[src/hw/rtl/bru_pkg.sv]
// Shared types and constants for the bitmap row unpacker.
package bru_pkg;

    // Source pixel formats (format register codes)
    localparam logic [1:0] FMT_PAL8   = 2'd0;
    localparam logic [1:0] FMT_RGB555 = 2'd1;
    localparam logic [1:0] FMT_BGR24  = 2'd2;
    localparam logic [1:0] FMT_ARGB32 = 2'd3;

    // Configuration register indexes
    localparam logic [1:0] REG_FORMAT    = 2'd0;
    localparam logic [1:0] REG_ROW_WIDTH = 2'd1;
    localparam logic [1:0] REG_ROW_COUNT = 2'd2;

    // Input word commands
    localparam logic CMD_PALETTE = 1'b0;
    localparam logic CMD_DATA    = 1'b1;

    // Rows per frame never exceed this
    localparam logic [12:0] MAX_ROWS = 13'd4096;

    // 5-5-5 channel masks
    localparam logic [15:0] MASK_RED   = 16'h7C00;
    localparam logic [15:0] MASK_GREEN = 16'h03E0;
    localparam logic [15:0] MASK_BLUE  = 16'h001F;

    // Decoded pixel handed from the unpacker to the output pipeline
    typedef struct packed {
        logic        valid;
        logic        palette;
        logic [31:0] pixel;
        logic        row_end;
        logic        frame_end;
    } pix_info_t;

endpackage

[src/hw/rtl/bru_unpack.sv]
// Configuration registers, byte assembly, padding skip and row/frame counters.
module bru_unpack #(
    parameter int MAX_ROW_PIXELS = 4096
) (
    input  logic                clk,
    input  logic                rst_n,
    input  logic                take,
    input  logic                command,
    input  logic [7:0]          source_byte,
    input  logic                cfg_write,
    input  logic [1:0]          cfg_index,
    input  logic [12:0]         cfg_data,
    output bru_pkg::pix_info_t  info
);

    localparam int CW = (MAX_ROW_PIXELS > 1) ? $clog2(MAX_ROW_PIXELS) : 1;

    logic [1:0]    fmt_reg;
    logic [12:0]   row_width_reg;
    logic [12:0]   row_count_reg;
    logic [1:0]    byte_pos_reg;
    logic [23:0]   partial_reg;
    logic [CW-1:0] col_reg;
    logic [1:0]    pad_reg;
    logic [11:0]   row_reg;

    logic          is_data;
    logic          in_pad;
    logic          assemble;
    logic          emit;
    logic          cfg_hit;
    logic [12:0]   width_eff;
    logic [12:0]   rows_eff;
    logic [2:0]    bpp;
    logic [4:0]    row_bytes_lo;
    logic [1:0]    pad_fill;
    logic          row_last;
    logic          frame_last;
    logic [15:0]   word16;
    logic [31:0]   pixel;

    // Control decode
    assign is_data  = (command == bru_pkg::CMD_DATA);
    assign in_pad   = (pad_reg != 2'd0);
    assign assemble = (byte_pos_reg < fmt_reg);
    assign emit     = is_data && !in_pad && !assemble;
    assign cfg_hit  = cfg_write && ((cfg_index == bru_pkg::REG_FORMAT) ||
                                    (cfg_index == bru_pkg::REG_ROW_WIDTH) ||
                                    (cfg_index == bru_pkg::REG_ROW_COUNT));

    // Effective width and row count: zero acts as one, oversize is clamped
    always_comb
    begin
        if (row_width_reg == 13'd0)
            width_eff = 13'd1;
        else if ({4'd0, row_width_reg} > 17'(MAX_ROW_PIXELS))
            width_eff = 13'(MAX_ROW_PIXELS);
        else
            width_eff = row_width_reg;

        if (row_count_reg == 13'd0)
            rows_eff = 13'd1;
        else if (row_count_reg > bru_pkg::MAX_ROWS)
            rows_eff = bru_pkg::MAX_ROWS;
        else
            rows_eff = row_count_reg;
    end

    // Row padding: bytes needed to bring width * bpp to a multiple of four
    assign bpp          = {1'b0, fmt_reg} + 3'd1;
    assign row_bytes_lo = {3'd0, width_eff[1:0]} * {2'd0, bpp};
    assign pad_fill     = 2'd0 - row_bytes_lo[1:0];

    // End of row / frame
    assign row_last   = (17'(col_reg) + 17'd1) >= {4'd0, width_eff};
    assign frame_last = ({1'b0, row_reg} + 13'd1) >= rows_eff;

    // Pixel formatting from held bytes and the final byte
    assign word16 = {source_byte, partial_reg[7:0]};
    always_comb
    begin
        unique case (fmt_reg)
            bru_pkg::FMT_PAL8:   pixel = 32'd0;
            bru_pkg::FMT_RGB555: pixel = {8'd0,
                                          3'd0, 5'((word16 & bru_pkg::MASK_RED) >> 10),
                                          3'd0, 5'((word16 & bru_pkg::MASK_GREEN) >> 5),
                                          3'd0, 5'(word16 & bru_pkg::MASK_BLUE)};
            bru_pkg::FMT_BGR24:  pixel = {8'd0, source_byte, partial_reg[15:0]};
            bru_pkg::FMT_ARGB32: pixel = {source_byte, partial_reg};
            default:             pixel = 32'd0;
        endcase
    end

    assign info.valid     = emit;
    assign info.palette   = (fmt_reg == bru_pkg::FMT_PAL8);
    assign info.pixel     = pixel;
    assign info.row_end   = row_last;
    assign info.frame_end = row_last && frame_last;

    // Registers and stream state
    always_ff @(posedge clk or negedge rst_n)
    begin
        if (!rst_n)
        begin
            fmt_reg       <= bru_pkg::FMT_ARGB32;
            row_width_reg <= 13'd1;
            row_count_reg <= 13'd1;
            byte_pos_reg  <= 2'd0;
            partial_reg   <= 24'd0;
            col_reg       <= '0;
            pad_reg       <= 2'd0;
            row_reg       <= 12'd0;
        end
        else if (cfg_hit)
        begin
            // Any register write restarts the frame; palette is kept
            unique case (cfg_index)
                bru_pkg::REG_FORMAT:    fmt_reg       <= cfg_data[1:0];
                bru_pkg::REG_ROW_WIDTH: row_width_reg <= cfg_data;
                default:                row_count_reg <= cfg_data;
            endcase
            byte_pos_reg <= 2'd0;
            partial_reg  <= 24'd0;
            col_reg      <= '0;
            pad_reg      <= 2'd0;
            row_reg      <= 12'd0;
        end
        else if (take && is_data)
        begin
            priority if (in_pad)
            begin
                pad_reg <= pad_reg - 2'd1;
            end
            else if (assemble)
            begin
                unique case (byte_pos_reg)
                    2'd0:    partial_reg[7:0]   <= source_byte;
                    2'd1:    partial_reg[15:8]  <= source_byte;
                    default: partial_reg[23:16] <= source_byte;
                endcase
                byte_pos_reg <= byte_pos_reg + 2'd1;
            end
            else
            begin
                byte_pos_reg <= 2'd0;
                partial_reg  <= 24'd0;
                if (row_last)
                begin
                    col_reg <= '0;
                    pad_reg <= pad_fill;
                    row_reg <= frame_last ? 12'd0 : row_reg + 12'd1;
                end
                else
                begin
                    col_reg <= col_reg + CW'(1);
                end
            end
        end
    end

endmodule

[config.mk]
export PLATFORM = sky130hd
export DESIGN_NAME = bru_unpack
export DESIGN_NICKNAME = d
export VERILOG_FILES = /design/src/hw/rtl/bru_pkg.sv /design/src/hw/rtl/bru_unpack.sv
export SDC_FILE = /design/constraint.sdc
export NUM_CORES = 1
export LEC_CHECK = 0
export BUFFER_PORTS_ARGS = -buffer_cell sky130_fd_sc_hd__buf_2
export CELL_PAD_IN_SITES_DETAIL_PLACEMENT = 2
export CELL_PAD_IN_SITES_GLOBAL_PLACEMENT = 2
export CORE_UTILIZATION = 36
export DETAILED_ROUTE_END_ITERATION = 7
export PLACE_DENSITY_LB_ADDON = 0.1
export SYNTH_ARGS = -nofsm -noshare
export SYNTH_HDL_FRONTEND = slang
export SYNTH_SLANG_ARGS = --single-unit
[constraint.sdc]
create_clock -name clk -period 4.35 [get_ports clk]
set_clock_uncertainty 0.1 [all_clocks]
set_input_delay 0.2175 -clock clk [delete_from_list [all_inputs] [get_ports clk]]
set_output_delay 0.2175 -clock clk [all_outputs]
set_load 0.02 [all_outputs]
==> out/metrics.csv <==
stage,metric,value,unit
global_routing,antenna_found_initial,0,
timing,rsz0062_at_grt,no,
timing,finalCritPeriodShare,84.06,%
clock_tree,path_clk_slew,0.06,ns
clock_tree,clock_latency,0.35,ns
worst_setup_path,required,4.03,ns
drt,dr_total_vias,4150,
yosys,synth_nets,584,
cells_and_area,drive_gt1_share,23.66,%
yosys,synthFlopType,dfrtp_1,
cells_and_area,fin_util,42.66,%
floorplan,start_util,37.23,%
cells_and_area,postLayoutCellArea,5694,um^2
status,outcome,finished with violations,
power,max-vdd-ir-drop,175.7,uV
timing,fin_tns_setup,0,ns
global_routing,grt_usage,21.74,%
clock_tree,cts_resized,0,
cells_and_area,final_cell_mix,"76 x dfrtp_1, 69 x nand2_1, 62 x buf_2",
clock_tree,ctsHtreeMaxLevel,3,
yosys,synthSimpleGateAreaFrac,20.90,%
global_routing,grt_start_max_net_pins,81,
yosys,ys_ff_latch,80,
status,violations,hold timing,
yosys,synth_edf_count,0,
placed_design,numPortBuffers,63,
global_routing,overflow,0,
drt,wirelength,14420,um
yosys,syn_area,4970,um^2
worst_setup_path,crit_fanout,5,
power,p_leak,2.702,nW
cells_and_area,largest_reg_flops,24,
worst_setup_path,worstReg2RegEnd,col_reg[0],
yosys,synth_xor_area_share,3.701,%
timing,setup_ws,0.6936,ns
drt,drcViolationCount,0,
drt,first_pass_iters,6,
clock_tree,clock-sinks,80,
drt,vias_per_cell,5.497,
worst_setup_path,cp-end-kind,output port,
timing,slew_headroom,28.82,%
yosys,yosys_warnings,0,
min_path,hp-class,input port to async pin,
yosys,synth_compound_area_share,16.01,%
global_routing,grt_pass1_wl,23820,um
yosys,synthArstFlopShare,100.0,%
clock_tree,cts-hold-fix-buffers,0,
clock_tree,clockRootBuffer,clkbuf_16,
yosys,synth-seq-area-share,40.38,%
cells_and_area,num_antenna_cells,0,
drt,wire_per_inst,19.10,um
timing,setup_viol,0,
timing,max_freq,0.2735,GHz
job,max_cap_violations,0,
cells_and_area,layout.cells.most_common,dfrtp_1,
floorplan,die_w,119.5,um
floorplan,die_y,119.5,um
cells_and_area,layout.nets,638,
cells_and_area,syn2layout_area_growth,14.58,%
placed_design,dp_hpwl,10900,um
placed_design,placed_cell_area,5406,um^2
timing,worst_slew_pin_slew,1.068,ns
yosys,avgSynthCellArea,9.539,um^2
yosys,synth_cell_types,62,
worst_setup_path,worst-r2r-setup-slack,0.77,ns
worst_setup_path,critPathKind,flip-flop to output port,
timing,holdWs,-0.03149,ns
worst_setup_path,r2r-start,col_reg[0],
power,powerDensity,457.4,nW/um^2
yosys,synth_mux_area_share,6.344,%
cells_and_area,fillers,1469,
placed_design,place_congestion,0.8140,
global_routing,grt_pass1_vias,4563,
clock_tree,clock_path_buffers,2,
floorplan,ioPinCount,64,
clock_tree,cts_buffers,9,
floorplan,core,13350,um^2
floorplan,rows,42,
yosys,synth_adder_area_share,8.812,%
drt,detail_route.iter0.violations,190,
clock_tree,cts_setup_buffers,0,
yosys,synth_top_family_by_area,simple AND/OR/NAND/NOR gates,
timing,maxSlewViolCount,0,
worst_setup_path,reg2regPathDepth,14,
floorplan,die_area,14280,um^2
worst_setup_path,worst_ep_arrival_time,3.34,ns
timing,hold_viol_final,55,
drt,ant_nets,0,
clock_tree,cts_tree,done,
placed_design,dp_slack,0.8135,ns
worst_setup_path,startpoint_type,flip-flop,
yosys,syn_inst,521,
timing,min_period,3.656,ns
cells by family (layout without fill, tap and decap cells):
| family | count (synthesis) | after routing |
|---|---|---|
| xor gates and xnor gates | 21 | 21 |
| buffers and inverters | 43 | 101 |
| DFF | 80 | 80 |
| adders and majority gates | 35 | 35 |
| AOI/OAI and AO/OA | 115 | 115 |
| and+or+nand+nor | 199 | 199 |
| muxes | 28 | 28 |
critical path, cell delays in order, from the launching register on:
cell	delay, ns
dfrtp_1	0.42
ha_1	0.27
and3_1	0.21
nand3_2	0.14
nor2_2	0.23
and3_1	0.25
xor2_1	0.19
ha_1	0.27
a21oi_1	0.21
o211ai_1	0.15
nor2_1	0.12
a21bo_2	0.26
nor2_1	0.09
buf_2	0.16
Yosys cell counts, types with 3 or more instances:
| master | n | area, um^2 |
|---|---|---|
| a21o_1 | 3 | 22.52 |
| a21oi_1 | 17 | 85.08 |
| a21oi_2 | 4 | 35.03 |
| a222oi_1 | 5 | 50.05 |
| a22o_1 | 21 | 183.9 |
| a22oi_1 | 3 | 22.52 |
| a31oi_1 | 4 | 25.02 |
| and2_1 | 20 | 125.1 |
| and3_1 | 8 | 50.05 |
| buf_2 | 6 | 30.03 |
| clkbuf_1 | 9 | 33.78 |
| dfrtp_1 | 76 | 1902 |
| dfstp_2 | 4 | 105.1 |
| ha_1 | 35 | 437.9 |
| inv_1 | 22 | 82.58 |
| mux2_2 | 28 | 315.3 |
| nand2_1 | 69 | 259.0 |
| nand2b_1 | 3 | 18.77 |
| nand3_1 | 19 | 95.09 |
| nand3_2 | 3 | 30.03 |
| nand4_1 | 5 | 31.28 |
| nor2_1 | 33 | 123.9 |
| nor2_2 | 4 | 25.02 |
| nor2_4 | 3 | 33.78 |
| nor2b_1 | 5 | 31.28 |
| nor3_1 | 6 | 30.03 |
| nor4_1 | 6 | 37.54 |
| o21ai_0 | 39 | 195.2 |
| o21bai_1 | 3 | 22.52 |
| xnor2_1 | 13 | 113.9 |
| xor2_1 | 8 | 70.07 |
how the worst max path moves through the flow:
stage	startpoint	to	slack [ns]	depth (start not counted)
finish	col_reg[0]	info[0]	0.69	13
global route	col_reg[0]	info[0]	0.44	13
CTS	col_reg[0]	info[0]	0.65	13
detailed placement	col_reg[0]	col_reg[3]	0.81	14
global placement	row_width_reg[4]	col_reg[0]	0.96	11
floorplan	row_reg[0]	row_reg[8]	1.32	14
routing by layer:
metal,GRT usage [%],vias to the layer above,part of all wire (%)
met5,0,-,0
met4,8.438,0,1.7
met3,3.612,16,2.8
met2,38.29,69,51
met1,26.36,2107,44
li1,-,1958,-
through the flow:
step / power, W / cells
floorplan: 0.001580 / 521
global route: 0.002790 / 755
CTS: 0.002654 / 755
detailed placement: 0.001866 / 740
finish: 0.002605 / 755
global placement: 0.001808 / 740
layout make-up:
cell class | instances | area [um^2] | share of cell area, %
clock buffer | 11 | 242.7 | 4.263
clock inverter | 4 | 45.04 | 0.7910
inverter | 22 | 82.58 | 1.450
multi-input combinational | 398 | 2771 | 48.67
sequential | 80 | 2007 | 35.24
tap | 176 | 220.2 | 3.867
timing repair buffer | 64 | 325.3 | 5.713
power breakdown:
part,internal [W],switching (W),leakage (nW)
registers,0.000879,0.000128,1.02
logic,0.000328,0.000504,1.54
clock network,0.000454,0.000311,0.145
total,0.00166,0.000943,2.70
Power figures use the tool's default switching activity.
